$ cat config.mk
export PLATFORM = sky130hd
export DESIGN_NAME = bdgn_ram
export DESIGN_NICKNAME = d
export VERILOG_FILES = /design/src/hw/rtl/bdgn_ram.sv
export SDC_FILE = /design/constraint.sdc
export NUM_CORES = 1
export LEC_CHECK = 0
export BUFFER_PORTS_ARGS = -buffer_cell sky130_fd_sc_hd__buf_2
export CAP_MARGIN = 15
export CORE_MARGIN = 10
export CORE_UTILIZATION = 62
export DETAILED_ROUTE_END_ITERATION = 8
export GPL_TIMING_DRIVEN = 0
export HOLD_SLACK_MARGIN = 0.06
export PLACE_DENSITY = 0.79
export RECOVER_POWER = 100
export SETUP_SLACK_MARGIN = 0.4
export SLEW_MARGIN = 20
export SYNTH_ARGS = -nofsm -noshare
export SYNTH_HDL_FRONTEND = slang
export SYNTH_SLANG_ARGS = --single-unit
$ cat constraint.sdc
create_clock -name clk -period 2.8 [get_ports clk]
set_clock_uncertainty 0.05 [all_clocks]
set_input_delay 0.42 -clock clk [delete_from_list [all_inputs] [get_ports clk]]
set_output_delay 0.42 -clock clk [all_outputs]
set_load 0.02 [all_outputs]
$ cat src/hw/rtl/bdgn_ram.sv
// generic single write port ram with registered read
`timescale 1ns / 1ps
module bdgn_ram #(
	parameter int unsigned WIDTH = 8,
	parameter int unsigned DEPTH = 64
) (
	input  logic                                   clk,
	input  logic                                   we,
	input  logic [((DEPTH > 1) ? $clog2(DEPTH) : 1)-1:0] waddr,
	input  logic [WIDTH-1:0]                       wdata,
	input  logic [((DEPTH > 1) ? $clog2(DEPTH) : 1)-1:0] raddr,
	output logic [WIDTH-1:0]                       rdata
);
	logic [WIDTH-1:0] mem_q [DEPTH];

	always_ff @(posedge clk) begin
		if (we) begin
			mem_q[waddr] <= wdata;
		end
		rdata <= mem_q[raddr];
	end
endmodule

==> out/qor.txt <==
worst reg2reg startpoint: mem_q[20][6]$_DFFE_PP_
post-route clock period utilization: 87.9%
Clock Latency Late Sink: 0.58 ns
initial antenna violation count: 4
number of global-route vias before repair: 10100
worst reg2reg setup slack: 0.62 ns
CP cell instances: buf_2, clkbuf_2, clkbuf_2, clkbuf_2, mux4_2, o21ai_0, nand2_1
synthesis-to-layout area growth: 11.0%
Cell Rows: 65
Total GRT Usage: 23.3%
Fmax: 406 MHz
Worst-Margin Slew: 1.43 ns
Synth Area per Inst: 21.5 um^2
hold path cells: 2
Hold Violations, Final: 0
Slew Limit Fails: 0
worst reg2reg endpoint: rdata[6]$_DFF_P_
net switching power: 3.34 mW
input/output buffers: 21
CP required: 3.17 ns
Pleak: 6.96 nW
Placed Area: 20800 um^2
Setup Slack @ Placement: -0.466 ns
Setup TNS: 0 ns
CTS clk-pin slew, worst paths: 0.06 ns
vias per cell: 6.82
I/O pin total: 30
Die W: 200 um
Post-synth top cells: 512 x edfxtp_1, 126 x mux4_2, 83 x nor2_1
max incr delay on CP: 0.54 ns
DR WL/cell: 31.8 um
finished layout cell area: 22400 um^2
Detailed Place HPWL: 28900 um
Clk network pwr share: 40.4%
Synth area leaders: edfxtp_1 76%, mux4_2 14%, nor2_1 1.5%, mux2i_1 1.1%, dfxtp_1 0.79%
crit path DAT: 2.83 ns
number of distinct library cells after synthesis: 40
FF-to-FF path depth: 5
clock tree buffer depth: 3
fin crit period: 2.46 ns
most common cell in the netlist: edfxtp_1
critical path class: in2reg
share of post-route cells with drive strength above 1: 24.0%
H-tree levels: 2
Yosys top cell by area: edfxtp_1
Startpoint Class: input pin
crit end category: flop
DIE AREA: 40100 um^2
status: complete, no violations
switching part of the total: 20.9%
Hold Startpoint: raddr[5]
Core Area: 31800 um^2
DRT Wirelength: 47300 um
CTS tree: done
Most common cell on crit path: clkbuf_2
pwr dens: 713 nW/um^2
remaining antenna violation count: 0
root buffer cell: clkbuf_16
Initial Utilization: 63.4%
number of flops mapped to enable cells by yosys: 512
Clock Sink Count: 520
Syn Std Cell Area: 20200 um^2
Int Power: 12.6 mW
RePlAce Congestion: 1.00
final core occ: 70.4%
drt first pass iters: 5
Buf/Inv on CP: 4
first-pass GRT wire length: 68900 um
via count: 10200
hold slack: 0.226 ns
Worst Path Max Fanout: 10
sequential cell fraction of total power: 54.1%
RSZ-0062 raised after global routing: yes
largest net degree at the start of global routing: 65
slowest cell on the critical path: clkbuf_2
residual DRC count: 0
Worst Hold Class: in2reg
DRT iter0 DRCs: 1307
Worst Hold End: rdata[5]$_DFF_P_
gate count of the mapped netlist: 940
relative slew slack: 4.40%
Synth Register Bits: 520
nets: 1035
CTS Buf Count: 50
Syn Nets: 962
Seq/Total Area, Yosys: 77.0%
post-synth top area share: 76.2%
chip height: 200 um
Setup-failing EPs final: 0
Max VDD drop: 580 uV
fin worst setup slack: 0.340 ns
MaxCap Viol Count: 0
Ys Warns: 0
combinational share of power: 5.4%
CP top delay family: buffers and inverters
Post-synth top flop: edfxtp_1
gr ovfl total: 0
asr flop ratio synth: 0%
layer usage:
| layer | part of all wire [%] | vias up | global-route usage (%) |
|---|---|---|---|
| met5 | 0.044 | - | 0 |
| met2 | 47 | 729 | 35.6 |
| met4 | 4.4 | 4 | 8.95 |
| li1 | - | 4068 | - |
| met3 | 11 | 132 | 5.69 |
| met1 | 37 | 5222 | 32.3 |
registers in the layout, summed over array words and instances (netlist names):
register	count
mem_q	512
rdata	8
worst max-delay path by stage:
stage                     startpoint          endpoint  slack, ns  cells past startpoint
final                       raddr[2]  rdata[7]$_DFF_P_       0.34                      7
after floorplan             raddr[1]  rdata[3]$_DFF_P_       0.66                      7
after global routing        raddr[2]  rdata[6]$_DFF_P_       0.30                      8
after detailed placement    raddr[1]  rdata[4]$_DFF_P_      -0.47                      8
after global placement      raddr[1]  rdata[6]$_DFF_P_      -0.40                      8
after CTS                   raddr[1]  rdata[7]$_DFF_P_       0.43                      9
placed cells by master (no fill, tap or decap), types with 3 or more instances in the layout:
| master | instances |
|---|---|
| edfxtp_1 | 512 |
| mux4_2 | 126 |
| nor2_1 | 83 |
| clkbuf_16 | 51 |
| clkbuf_1 | 41 |
| mux2i_1 | 23 |
| nand2_1 | 19 |
| nor2b_1 | 14 |
| buf_4 | 13 |
| mux2_2 | 13 |
| clkbuf_2 | 13 |
| nand3_1 | 12 |
| buf_2 | 10 |
| clkinv_1 | 10 |
| o221ai_1 | 8 |
| o22ai_1 | 8 |
| clkinv_2 | 8 |
| dfxtp_1 | 8 |
| nand2b_1 | 7 |
| nor3_1 | 7 |
| a221oi_1 | 6 |
| buf_6 | 4 |
| a211oi_1 | 4 |
| nand3b_1 | 3 |
| a21oi_1 | 3 |
| a22oi_1 | 3 |
| o2111ai_1 | 3 |
| o2bb2ai_1 | 3 |
| bufinv_16 | 3 |
| clkbuf_8 | 3 |
power groups by stage:
stage / combinational (mW) / sequential (mW) / clock (mW)
5_1_grt: 0.900 / 8.64 / 6.77
3_5_place_dp: 0.848 / 8.80 / 0
3_3_place_gp: 0.830 / 8.79 / 0
2_1_floorplan: 0.459 / 8.81 / 0
6_report: 0.865 / 8.64 / 6.45
4_1_cts: 0.855 / 8.64 / 6.48
cell families (layout without fill, tap and decap cells):
kind of cell           count (synthesis)  in the layout  share of synthesized area [%]
buffers and inverters                 51            163                           1.57
AND/OR/NAND/NOR                      153            153                           3.39
multiplexers                         162            162                           15.9
AO/OA/AOI/OAI                         54             54                           2.07
other                                  0              1                              0
flip-flops                           520            520                           77.0
per-stage QoR:
stage	std cells	total power, mW
6_report	1488	16.0
5_1_grt	1488	16.3
4_1_cts	1487	16.0
3_5_place_dp	1396	9.65
3_3_place_gp	1396	9.63
2_1_floorplan	940	9.27
final cells by class:
cell class	instances	area, um^2
tap	435	544
clock inverter	22	176
sequential	520	15500
buffer	51	325
antenna	1	2.50
multi-input combinational	369	4330
clock buffer	69	1370
timing repair buffer	21	92.6
fill	1867	9420
timing repair:
| item | 4_1_cts | 5_1_grt |
|---|---|---|
| setup endpoints to repair | 5 | 16 |
| setup buffers | 0 | 0 |
| hold buffers | 0 | 0 |
| resized for setup | 4 | 9 |
(Power assumes the default switching activity.)
